--- src/hdl/assert_macros.svh ---
// assertion helpers
`ifndef ASSERT_MACROS_SVH
`define ASSERT_MACROS_SVH
`define ASSERT_IMPL(label, clk, rst, prop, msg) \
   label: assert property (@(posedge clk) disable iff (rst) (prop)) else $error(msg);
`define ASSERT_ALWAYS(label, clk, prop, msg) \
   label: assert property (@(posedge clk) (prop)) else $error(msg);
`endif

--- src/hdl/cbpm_pkg.sv ---
package cbpm_pkg;
   localparam logic [2:0] REQ_READ    = 3'd0;
   localparam logic [2:0] REQ_UNPIN   = 3'd1;
   localparam logic [2:0] REQ_ALLOC   = 3'd2;
   localparam logic [2:0] REQ_DISPOSE = 3'd3;
   localparam logic [2:0] REQ_FLUSH   = 3'd4;

   localparam logic [1:0] KIND_STATUS = 2'd0;
   localparam logic [1:0] KIND_WB     = 2'd1;
   localparam logic [1:0] KIND_FETCH  = 2'd2;

   localparam logic [2:0] ST_OK        = 3'd0;
   localparam logic [2:0] ST_EXCEEDED  = 3'd1;
   localparam logic [2:0] ST_NOT_FOUND = 3'd2;
   localparam logic [2:0] ST_NOT_PIN   = 3'd3;
   localparam logic [2:0] ST_PINNED    = 3'd4;
   localparam logic [2:0] ST_BAD       = 3'd5;

   localparam int SWEEP_ROUNDS = 2;

   // datapath operations on one frame or on the found frame
   typedef enum logic [3:0] {
      OP_NONE, OP_LATCH, OP_HIT, OP_UNPIN, OP_WIPE_HIT, OP_SWEEP, OP_INSTALL, OP_FLUSH_STEP,
      OP_WB_TAKE, OP_GRANT_HIT
   } op_type;

   typedef struct packed {
      op_type     op;
      logic       emit;
      logic [1:0] kind;
      logic [2:0] status;
      logic       use_frame; // status frame_index from granted frame
      logic       use_walk;  // write-back from walk pointer
      logic       last;
   } cmd_type;

   typedef struct packed {
      logic [2:0] req_type;
      logic       hit;
      logic       hit_zero_pins;
      logic       hand_free;     // invalid at next hand
      logic       hand_ref;
      logic       hand_take;     // valid, ref 0, pins 0
      logic       hand_dirty;
      logic       sweep_done;
      logic       walk_match;
      logic       walk_pinned;
      logic       walk_dirty;
      logic       walk_end;
      logic       out_busy;
   } stat_type;
endpackage

--- src/hdl/clock_buffer_pool_manager.sv ---
// a read hit, unpin, dispose or bad request is answered with one status word from S_DECIDE, after S_MATCH
// a miss or alloc first sweeps the hand, with at most 2*NUM_FRAMES sweep steps that take no frame,
// and answers with an EXCEEDED status when that bound is reached
// a flush walks the frames one per cycle while the output is not stalled, stops at a pinned frame
// of its file, and else ends with an ok status; one request at a time, and output stalls hold it
// synchronous active-high reset clears all frames and sets the hand to the last frame
module clock_buffer_pool_manager #(
   parameter int NUM_FRAMES   = 16,
   parameter int FILE_ID_BITS = 8,
   parameter int PAGE_BITS    = 20
) (
   input  logic        clock,
   input  logic        reset,
   input  logic        req_tvalid,
   output logic        req_tready,
   // req_type[2:0], file_id, page_no, mark_dirty, zero fill
   input  logic [((3 + FILE_ID_BITS + PAGE_BITS + 1 + 7) / 8) * 8 - 1:0] req_tdata,
   output logic        rsp_tvalid,
   input  logic        rsp_tready,
   // kind[1:0], status[2:0], frame_index[3:0], out_file, out_page, zero fill
   output logic [((9 + FILE_ID_BITS + PAGE_BITS + 7) / 8) * 8 - 1:0] rsp_tdata,
   output logic        rsp_tlast
);
   `include "assert_macros.svh"
   localparam int OW = ((9 + FILE_ID_BITS + PAGE_BITS + 7) / 8) * 8;
   localparam int PADW = OW - 9 - FILE_ID_BITS - PAGE_BITS;

   cbpm_pkg::cmd_type  cmd;
   cbpm_pkg::stat_type stat;
   logic [1:0] k;
   logic [2:0] s;
   logic [3:0] fr;
   logic [FILE_ID_BITS-1:0] of;
   logic [PAGE_BITS-1:0] op;

   cbpm_control u_ctl (
      .clock(clock), .reset(reset), .in_valid(req_tvalid), .in_ready(req_tready),
      .stat(stat), .cmd(cmd)
   );

   cbpm_datapath #(.NUM_FRAMES(NUM_FRAMES), .FILE_ID_BITS(FILE_ID_BITS),
      .PAGE_BITS(PAGE_BITS)) u_dp (
      .clock(clock), .reset(reset),
      .in_type(req_tdata[2:0]), .in_file(req_tdata[3 +: FILE_ID_BITS]),
      .in_page(req_tdata[3 + FILE_ID_BITS +: PAGE_BITS]),
      .in_dirty(req_tdata[3 + FILE_ID_BITS + PAGE_BITS]),
      .cmd(cmd), .stat(stat), .out_valid(rsp_tvalid), .out_ready(rsp_tready),
      .out_kind(k), .out_status(s), .out_frame(fr), .out_file(of), .out_page(op),
      .out_last(rsp_tlast)
   );

   assign rsp_tdata = {{PADW{1'b0}}, op, of, fr, s, k};

   `ASSERT_IMPL(a_hold, clock, reset, rsp_tvalid && !rsp_tready |=> rsp_tvalid, "rsp dropped")
   `ASSERT_IMPL(a_ready_idle, clock, reset, req_tready |-> !cmd.emit, "emit while idle")
   `ASSERT_IMPL(a_last_status, clock, reset, rsp_tvalid && rsp_tlast |-> k == 2'd0, "last word")
endmodule

--- src/hdl/cbpm_datapath.sv ---
module cbpm_datapath #(
   parameter int NUM_FRAMES   = 16,
   parameter int FILE_ID_BITS = 8,
   parameter int PAGE_BITS    = 20
) (
   input  logic                    clock,
   input  logic                    reset,
   input  logic [2:0]              in_type,
   input  logic [FILE_ID_BITS-1:0] in_file,
   input  logic [PAGE_BITS-1:0]    in_page,
   input  logic                    in_dirty,
   input  cbpm_pkg::cmd_type       cmd,
   output cbpm_pkg::stat_type      stat,
   output logic                    out_valid,
   input  logic                    out_ready,
   output logic [1:0]              out_kind,
   output logic [2:0]              out_status,
   output logic [3:0]              out_frame,
   output logic [FILE_ID_BITS-1:0] out_file,
   output logic [PAGE_BITS-1:0]    out_page,
   output logic                    out_last
);
   localparam int IW = $clog2(NUM_FRAMES);
   localparam int SWEEP_ROUNDS_N = cbpm_pkg::SWEEP_ROUNDS * NUM_FRAMES;
   localparam int SW = $clog2(SWEEP_ROUNDS_N + 1);

   logic [NUM_FRAMES-1:0] valid_ff, valid_in, dirty_ff, dirty_in, ref_ff, ref_in;
   logic [7:0] pins_ff [NUM_FRAMES];
   logic [7:0] pins_in [NUM_FRAMES];
   logic [FILE_ID_BITS-1:0] file_ff [NUM_FRAMES];
   logic [FILE_ID_BITS-1:0] file_in [NUM_FRAMES];
   logic [PAGE_BITS-1:0] page_ff [NUM_FRAMES];
   logic [PAGE_BITS-1:0] page_in [NUM_FRAMES];
   logic [IW-1:0] hand_ff, hand_in, walk_ff, walk_in, hit_ff, hit_in, grant_ff, grant_in;
   logic [SW-1:0] steps_ff, steps_in;
   logic [2:0] type_ff, type_in;
   logic [FILE_ID_BITS-1:0] rfile_ff, rfile_in;
   logic [PAGE_BITS-1:0] rpage_ff, rpage_in;
   logic rdirty_ff, rdirty_in, found_ff, found_in;
   logic ov_ff, ov_in, last_ff, last_in;
   logic [1:0] kind_ff, kind_in;
   logic [2:0] st_ff, st_in;
   logic [3:0] fr_ff, fr_in;
   logic [FILE_ID_BITS-1:0] of_ff, of_in;
   logic [PAGE_BITS-1:0] op_ff, op_in;
   logic [IW-1:0] nh;
   logic [IW-1:0] match_idx;
   logic match_any;

   assign nh = (hand_ff == IW'(NUM_FRAMES - 1)) ? '0 : hand_ff + IW'(1);

   // lowest-index tag match, parallel compare with priority pick
   always_comb begin
      match_any = 1'b0;
      match_idx = '0;
      for (int i = NUM_FRAMES - 1; i >= 0; i--) begin
         if (valid_ff[i] && file_ff[i] == rfile_ff && page_ff[i] == rpage_ff) begin
            match_any = 1'b1;
            match_idx = IW'(i);
         end
      end
   end

   always_comb begin
      stat.req_type      = type_ff;
      stat.hit           = found_ff;
      stat.hit_zero_pins = pins_ff[hit_ff] == 8'd0;
      stat.hand_free     = !valid_ff[nh];
      stat.hand_ref      = ref_ff[nh];
      stat.hand_take     = valid_ff[nh] && !ref_ff[nh] && pins_ff[nh] == 8'd0;
      stat.hand_dirty    = dirty_ff[nh];
      stat.sweep_done    = steps_ff == SW'(SWEEP_ROUNDS_N);
      stat.walk_match    = valid_ff[walk_ff] && file_ff[walk_ff] == rfile_ff;
      stat.walk_pinned   = pins_ff[walk_ff] != 8'd0;
      stat.walk_dirty    = dirty_ff[walk_ff];
      stat.walk_end      = walk_ff == IW'(NUM_FRAMES - 1);
      stat.out_busy      = ov_ff && !out_ready;
   end

   always_comb begin
      valid_in = valid_ff; dirty_in = dirty_ff; ref_in = ref_ff;
      pins_in = pins_ff; file_in = file_ff; page_in = page_ff;
      hand_in = hand_ff; walk_in = walk_ff; grant_in = grant_ff;
      steps_in = steps_ff; type_in = type_ff; rfile_in = rfile_ff; rpage_in = rpage_ff;
      rdirty_in = rdirty_ff;
      found_in = match_any;
      hit_in = match_idx;
      ov_in = ov_ff && !out_ready;
      kind_in = kind_ff; st_in = st_ff; fr_in = fr_ff; of_in = of_ff; op_in = op_ff;
      last_in = last_ff;
      case (cmd.op)
         cbpm_pkg::OP_LATCH: begin
            type_in = in_type; rfile_in = in_file; rpage_in = in_page; rdirty_in = in_dirty;
            steps_in = '0; walk_in = '0;
         end
         cbpm_pkg::OP_HIT: begin
            ref_in[hit_ff] = 1'b1;
            if (pins_ff[hit_ff] != 8'hff) pins_in[hit_ff] = pins_ff[hit_ff] + 8'd1;
            grant_in = hit_ff;
         end
         cbpm_pkg::OP_GRANT_HIT: begin
            grant_in = hit_ff;
         end
         cbpm_pkg::OP_UNPIN: begin
            pins_in[hit_ff] = pins_ff[hit_ff] - 8'd1;
            if (rdirty_ff) dirty_in[hit_ff] = 1'b1;
            grant_in = hit_ff;
         end
         cbpm_pkg::OP_WIPE_HIT: begin
            grant_in = found_ff ? hit_ff : '0;
            if (found_ff) begin
               valid_in[hit_ff] = 1'b0; dirty_in[hit_ff] = 1'b0; ref_in[hit_ff] = 1'b0;
               pins_in[hit_ff] = '0; file_in[hit_ff] = '0; page_in[hit_ff] = '0;
            end
         end
         cbpm_pkg::OP_SWEEP: begin
            hand_in = nh;
            if (valid_ff[nh] && ref_ff[nh]) ref_in[nh] = 1'b0;
            steps_in = steps_ff + SW'(1);
            grant_in = nh;
         end
         cbpm_pkg::OP_WB_TAKE: begin
            hand_in = nh;
            grant_in = nh;
         end
         cbpm_pkg::OP_INSTALL: begin
            valid_in[grant_ff] = 1'b1; dirty_in[grant_ff] = 1'b0; ref_in[grant_ff] = 1'b1;
            pins_in[grant_ff] = 8'd1; file_in[grant_ff] = rfile_ff;
            page_in[grant_ff] = rpage_ff;
         end
         cbpm_pkg::OP_FLUSH_STEP: begin
            if (valid_ff[walk_ff] && file_ff[walk_ff] == rfile_ff) begin
               valid_in[walk_ff] = 1'b0; dirty_in[walk_ff] = 1'b0; ref_in[walk_ff] = 1'b0;
               pins_in[walk_ff] = '0; file_in[walk_ff] = '0; page_in[walk_ff] = '0;
            end
            walk_in = walk_ff + IW'(1);
         end
         default: ;
      endcase
      if (cmd.emit) begin
         ov_in = 1'b1;
         kind_in = cmd.kind; st_in = cmd.status; last_in = cmd.last;
         of_in = '0; op_in = '0; fr_in = '0;
         if (cmd.use_walk) begin
            fr_in = 4'(walk_ff); of_in = file_ff[walk_ff]; op_in = page_ff[walk_ff];
         end else if (cmd.kind == cbpm_pkg::KIND_WB) begin
            fr_in = 4'(nh); of_in = file_ff[nh]; op_in = page_ff[nh];
         end else if (cmd.kind == cbpm_pkg::KIND_FETCH) begin
            fr_in = 4'(grant_ff); of_in = rfile_ff; op_in = rpage_ff;
         end else if (cmd.use_frame) begin
            fr_in = 4'(grant_in);
         end
      end
      // a take also wipes the victim
      if (cmd.op == cbpm_pkg::OP_WB_TAKE) begin
         valid_in[nh] = 1'b0; dirty_in[nh] = 1'b0; ref_in[nh] = 1'b0;
         pins_in[nh] = '0; file_in[nh] = '0; page_in[nh] = '0;
      end
   end

   always_ff @(posedge clock) begin
      if (reset) begin
         valid_ff <= '0; dirty_ff <= '0; ref_ff <= '0;
         for (int i = 0; i < NUM_FRAMES; i++) begin
            pins_ff[i] <= '0; file_ff[i] <= '0; page_ff[i] <= '0;
         end
         hand_ff <= IW'(NUM_FRAMES - 1);
         ov_ff <= 1'b0;
      end else begin
         valid_ff <= valid_in; dirty_ff <= dirty_in; ref_ff <= ref_in;
         pins_ff <= pins_in; file_ff <= file_in; page_ff <= page_in;
         hand_ff <= hand_in;
         ov_ff <= ov_in;
      end
   end

   always_ff @(posedge clock) begin
      walk_ff <= walk_in; hit_ff <= hit_in; grant_ff <= grant_in; steps_ff <= steps_in;
      type_ff <= type_in; rfile_ff <= rfile_in; rpage_ff <= rpage_in; rdirty_ff <= rdirty_in;
      found_ff <= found_in;
      kind_ff <= kind_in; st_ff <= st_in; fr_ff <= fr_in; of_ff <= of_in; op_ff <= op_in;
      last_ff <= last_in;
   end

   assign out_valid = ov_ff; assign out_kind = kind_ff; assign out_status = st_ff;
   assign out_frame = fr_ff; assign out_file = of_ff; assign out_page = op_ff;
   assign out_last = last_ff;
endmodule

--- src/hdl/cbpm_control.sv ---
module cbpm_control (
   input  logic                clock,
   input  logic                reset,
   input  logic                in_valid,
   output logic                in_ready,
   input  cbpm_pkg::stat_type  stat,
   output cbpm_pkg::cmd_type   cmd
);
   typedef enum logic [7:0] {
      S_IDLE    = 8'b00000001,
      S_MATCH   = 8'b00000010,
      S_DECIDE  = 8'b00000100,
      S_SWEEP   = 8'b00001000,
      S_FETCH   = 8'b00010000,
      S_FINAL   = 8'b00100000,
      S_FLUSH   = 8'b01000000,
      S_DONE    = 8'b10000000
   } state_type;

   state_type state_ff, state_in;

   always_comb begin
      state_in = state_ff;
      cmd = '0;
      cmd.op = cbpm_pkg::OP_NONE;
      in_ready = 1'b0;
      case (state_ff)
         S_IDLE: begin
            in_ready = 1'b1;
            if (in_valid) begin
               cmd.op = cbpm_pkg::OP_LATCH;
               state_in = S_MATCH;
            end
         end
         // tag match settles into found and hit registers
         S_MATCH: state_in = S_DECIDE;
         S_DECIDE: begin
            if (!stat.out_busy) begin
               cmd.emit = 1'b1; cmd.last = 1'b1; cmd.kind = cbpm_pkg::KIND_STATUS;
               state_in = S_IDLE;
               case (stat.req_type)
                  cbpm_pkg::REQ_READ: begin
                     if (stat.hit) begin
                        cmd.op = cbpm_pkg::OP_HIT; cmd.use_frame = 1'b1;
                     end else begin
                        cmd.emit = 1'b0; state_in = S_SWEEP;
                     end
                  end
                  cbpm_pkg::REQ_UNPIN: begin
                     if (!stat.hit) cmd.status = cbpm_pkg::ST_NOT_FOUND;
                     else if (stat.hit_zero_pins) begin
                        cmd.status = cbpm_pkg::ST_NOT_PIN;
                        cmd.op = cbpm_pkg::OP_GRANT_HIT; cmd.use_frame = 1'b1;
                     end else begin
                        cmd.op = cbpm_pkg::OP_UNPIN; cmd.use_frame = 1'b1;
                     end
                  end
                  cbpm_pkg::REQ_ALLOC: begin
                     cmd.emit = 1'b0; state_in = S_SWEEP;
                  end
                  cbpm_pkg::REQ_DISPOSE: begin
                     cmd.op = cbpm_pkg::OP_WIPE_HIT; cmd.use_frame = 1'b1;
                  end
                  cbpm_pkg::REQ_FLUSH: begin
                     cmd.emit = 1'b0; state_in = S_FLUSH;
                  end
                  default: cmd.status = cbpm_pkg::ST_BAD;
               endcase
            end
         end
         S_SWEEP: begin
            if (stat.sweep_done) begin
               if (!stat.out_busy) begin
                  cmd.emit = 1'b1; cmd.last = 1'b1; cmd.status = cbpm_pkg::ST_EXCEEDED;
                  state_in = S_IDLE;
               end
            end else if (stat.hand_free) begin
               cmd.op = cbpm_pkg::OP_WB_TAKE;
               state_in = (stat.req_type == cbpm_pkg::REQ_READ) ? S_FETCH : S_FINAL;
            end else if (!stat.hand_ref && stat.hand_take) begin
               if (!stat.hand_dirty) begin
                  cmd.op = cbpm_pkg::OP_WB_TAKE;
                  state_in = (stat.req_type == cbpm_pkg::REQ_READ) ? S_FETCH : S_FINAL;
               end else if (!stat.out_busy) begin
                  cmd.op = cbpm_pkg::OP_WB_TAKE; cmd.emit = 1'b1;
                  cmd.kind = cbpm_pkg::KIND_WB;
                  state_in = (stat.req_type == cbpm_pkg::REQ_READ) ? S_FETCH : S_FINAL;
               end
            end else begin
               cmd.op = cbpm_pkg::OP_SWEEP;
            end
         end
         S_FETCH: begin
            if (!stat.out_busy) begin
               cmd.emit = 1'b1; cmd.kind = cbpm_pkg::KIND_FETCH;
               state_in = S_FINAL;
            end
         end
         S_FINAL: begin
            if (!stat.out_busy) begin
               cmd.op = cbpm_pkg::OP_INSTALL; cmd.emit = 1'b1; cmd.last = 1'b1;
               cmd.use_frame = 1'b1;
               state_in = S_IDLE;
            end
         end
         S_FLUSH: begin
            if (!stat.out_busy) begin
               if (stat.walk_match && stat.walk_pinned) begin
                  cmd.emit = 1'b1; cmd.last = 1'b1; cmd.status = cbpm_pkg::ST_PINNED;
                  state_in = S_IDLE;
               end else begin
                  cmd.op = cbpm_pkg::OP_FLUSH_STEP;
                  if (stat.walk_match && stat.walk_dirty) begin
                     cmd.emit = 1'b1; cmd.kind = cbpm_pkg::KIND_WB; cmd.use_walk = 1'b1;
                  end
                  if (stat.walk_end) state_in = S_DONE;
               end
            end
         end
         // flush end: plain ok status, frame 0
         S_DONE: begin
            if (!stat.out_busy) begin
               cmd.emit = 1'b1; cmd.last = 1'b1; cmd.kind = cbpm_pkg::KIND_STATUS;
               cmd.status = cbpm_pkg::ST_OK;
               state_in = S_IDLE;
            end
         end
         default: state_in = S_IDLE;
      endcase
   end

   always_ff @(posedge clock) begin
      if (reset) state_ff <= S_IDLE;
      else state_ff <= state_in;
   end
endmodule
--- config.mk ---
export PLATFORM = sky130hd
export DESIGN_NAME = clock_buffer_pool_manager
export DESIGN_NICKNAME = d
export VERILOG_FILES = /design/src/hdl/cbpm_pkg.sv /design/src/hdl/clock_buffer_pool_manager.sv /design/src/hdl/cbpm_datapath.sv /design/src/hdl/cbpm_control.sv
export VERILOG_INCLUDE_DIRS = /design/src /design/src/hdl
export SDC_FILE = /design/constraint.sdc
export NUM_CORES = 2
export LEC_CHECK = 0
export BUFFER_PORTS_ARGS = -buffer_cell sky130_fd_sc_hd__buf_4
export CAP_MARGIN = 0
export CORE_MARGIN = 3
export CORE_UTILIZATION = 38
export CTS_CLUSTER_DIAMETER = 200
export DETAILED_ROUTE_END_ITERATION = 8
export SLEW_MARGIN = 20
export SYNTH_ARGS = -nofsm -noshare
export SYNTH_HDL_FRONTEND = slang
export SYNTH_SLANG_ARGS = --single-unit
--- constraint.sdc ---
create_clock -name clock -period 9.05 [get_ports clock]
set_clock_uncertainty 0.2 [all_clocks]
set_input_delay 0.905 -clock clock [delete_from_list [all_inputs] [get_ports clock]]
set_output_delay 0.905 -clock clock [all_outputs]
set_load 0.03 [all_outputs]
==> metrics.cfg <==
[cts]
cts_sinks=726
clk_pin_slew_ns=0.06
clk_path_buf_depth=3
numCtsBuffers=87
htreeDepth=3
post_cts_buffers=0
insertion_delay_ns=0.70
cts_hold_buf=0
cts_root_buf=clkbuf_16
cts_tree=built
cts_resized=0

[sta]
fmax_mhz=144.5
slew_headroom=0.1457
hold_viol=0
period_share=0.7645
rsz0062_at_grt=no
finalSetupViolations=0
tightest_slew_ns=1.272
slew_viol_final=0
final.setup.tns_ns=0
fin_crit_ns=6.919

[route]
wl_per_cell_um=34.94
vias=41000
drt_first_iter_violations=7195
routed_wirelength_mm=207.3
via_per_inst=6.912
drc=0
ant_nets=0
drtPass1Iterations=6

[yosys]
synth-async-reset-ratio=0
netlist.area_leader.share=0.2970
netlist_instances=4479
dominantRegCellSynth=dfxtp_1
avgSynthCellArea_um2=9.722
synthesis.area_um2=43540
ys_ff_latch=726
yosysTopAreaCell=dfxtp_1
yosysWarnings=0
ys_seq_area_frac=0.3522
synth_area_leaders=dfxtp_1, mux4_2, edfxtp_1
synth_enable_flop_cells=80
post_synth_num_cell_types=84

[placement]
gp_congestion=1.015
dp_cells=5759
hpwlAfterDp_mm=145.5
port_buffers=75

[critical_path]
required_ns=9.39
timing.rr.start=u_dp.hand_ff[0]
r2r_cells=14
cp_cell_sequence=ha_1 -> a31o_2 -> buf_4 -> mux4_2 -> a32oi_1 -> o221ai_1 -> or3_1 -> nor3_2 -> o21ai_0 -> o21ba_1 -> o221ai_4 -> buf_16 -> a22oi_1 -> nor2_1
cpPeakStageDelay_ns=0.94
arrival_ns=7.25
critPathLaunchType=flop
cp_top_family=compound AO/OA/AOI/OAI gates
worst-path-buf-inv=2
reg2reg_setup_slack_ns=2.13
crit_path_top_delay_cell=o21ba_1
endpoint_kind=flop
r2r-end=u_dp.page_ff[108]
worst-path-max-fanout=17
critPathKind=flop to flop

[min_path]
hp-start=req_tdata[11]
hold_end=u_dp.rpage_ff[0]
whs_path_depth=1
hp-class=primary input to flop

[pwr]
p_leak_nw=16.74
max-vdd-ir-drop_v=0.0001533
power_mw=8.845
p_per_area_nw_per_um2=181.5

[die]
die_width_um=344.5
pin_count=79
die_h_um=344.5
fp-row-count=123
core-area_um2=113100
initial_utilization=0.3849
die-area_um2=118700

[global_route]
grt_pass1_vias=36960
track_usage=0.3406
grt_max_degree=70
grt_pass1_wl_mm=290.1
antenna_found_initial=12
grt-ovfl-total=0

[run_status]
status=completed

[finish]
final_util=0.4307
syn2layout_area_growth_pct=11.89
final_common_cell=dfxtp_1
multiInputGateArea_um2=26680
finalNetCount=4397
seqCellArea_um2=15340
drive_above_1_share=0.1765
layout_common_cells=dfxtp_1, nor2_1, mux4_2
fillCellCount=10900
final_cell_count_no_fill=5932

[run]
cap_violations=0

-- area by class of cell --
cell class,count,area share
repair buffers,218,0.03572
inverters,37,0.002851
clock inverters,34,0.006138
clock buffers,127,0.05383
flip-flops and latches,726,0.3148
multi-input cells,3278,0.5475
diodes,12,0.0006163
well taps,1500,0.03852
-- flip-flops by register name, indices dropped and copies added (netlist names), 8 cells and up --
name            cells
u_dp.page_ff      320
u_dp.file_ff      128
u_dp.pins_ff      128
u_dp.out_page      20
u_dp.rpage_ff      20
u_dp.dirty_ff      16
u_dp.ref_ff        16
u_dp.valid_ff      16
u_ctl.state_ff      8
u_dp.out_file       8
u_dp.rfile_ff       8
-- worst reg2reg max path, cell delays in order (launching register included) --
cell and delay [ns]:
dfxtp_1 0.71, ha_1 0.61, a31o_2 0.54, buf_4 0.37, mux4_2 0.60, a32oi_1 0.17, o221ai_1 0.22, or3_1 0.45
nor3_2 0.59, o21ai_0 0.24, o21ba_1 0.94, o221ai_4 0.56, buf_16 0.33, a22oi_1 0.17, nor2_1 0.07
-- synth_stat cells, drive strengths merged, types with 22 or more instances --
cell / count
nand3: 79
nor2b: 22
nor3: 67
a22oi: 256
mux4: 307
inv: 37
clkbuf: 312
mux2i: 53
o31ai: 23
buf: 128
edfxtp: 80
nor2: 483
xnor2: 260
a211oi: 23
xor2: 212
a22o: 271
a21oi: 225
a21o: 22
nand2: 234
nand4: 82
nor4: 82
nand2b: 42
dfxtp: 646
o21ai: 206
-- per-stage QoR --
step,hold WS (ns),cell area [µm²],setup WS (ns)
floorplan,0.2436,43550,3.224
global placement,0.2627,45600,2.303
detailed placement,0.2709,45740,2.375
CTS,0.1572,48660,2.348
global route,0.1643,48700,1.868
finish,0.1810,48720,2.131
-- cells by family after synthesis --
family                     Yosys count  synth area share
DFF                                726            0.3522
and+or+nand+nor                   1196            0.1291
xor gates and xnor gates           472           0.09494
AOI/OAI and AO/OA                 1226            0.2013
other                                1        0.00008612
buffers and inverters              477           0.04563
muxes                              368            0.1730
adders and majority gates           13          0.003736
-- routing by layer --
metal  up-vias  part of all wire  global-route usage
met5         -          0.000096                   0
met4         2             0.063              0.1666
met3       643              0.15              0.1247
met2      3357              0.41              0.4823
met1     20360              0.38              0.4562
li1      16640                 -                   -
-- power breakdown --
part / total [mW] / switching [mW] / leakage, nW / internal (mW)
Sequential: 3.37 / 0.0600 / 5.99 / 3.31
Combinational: 1.81 / 1.32 / 9.29 / 0.491
Clock: 3.66 / 1.56 / 1.46 / 2.10
Total: 8.85 / 2.94 / 16.7 / 5.90
-- worst max-delay path by stage --
stage,endpoint,cells past startpoint,start
after floorplan,u_dp.out_file[0],12,u_dp.hand_ff[0]
after global placement,u_dp.page_ff[140],13,u_dp.hand_ff[0]
after detailed placement,u_dp.file_ff[41],14,u_dp.hand_ff[0]
after CTS,u_dp.file_ff[41],14,u_dp.hand_ff[0]
after global routing,u_dp.page_ff[108],14,u_dp.hand_ff[0]
final,u_dp.page_ff[108],14,u_dp.hand_ff[0]
No activity file was read; power rests on OpenSTA's default activity.
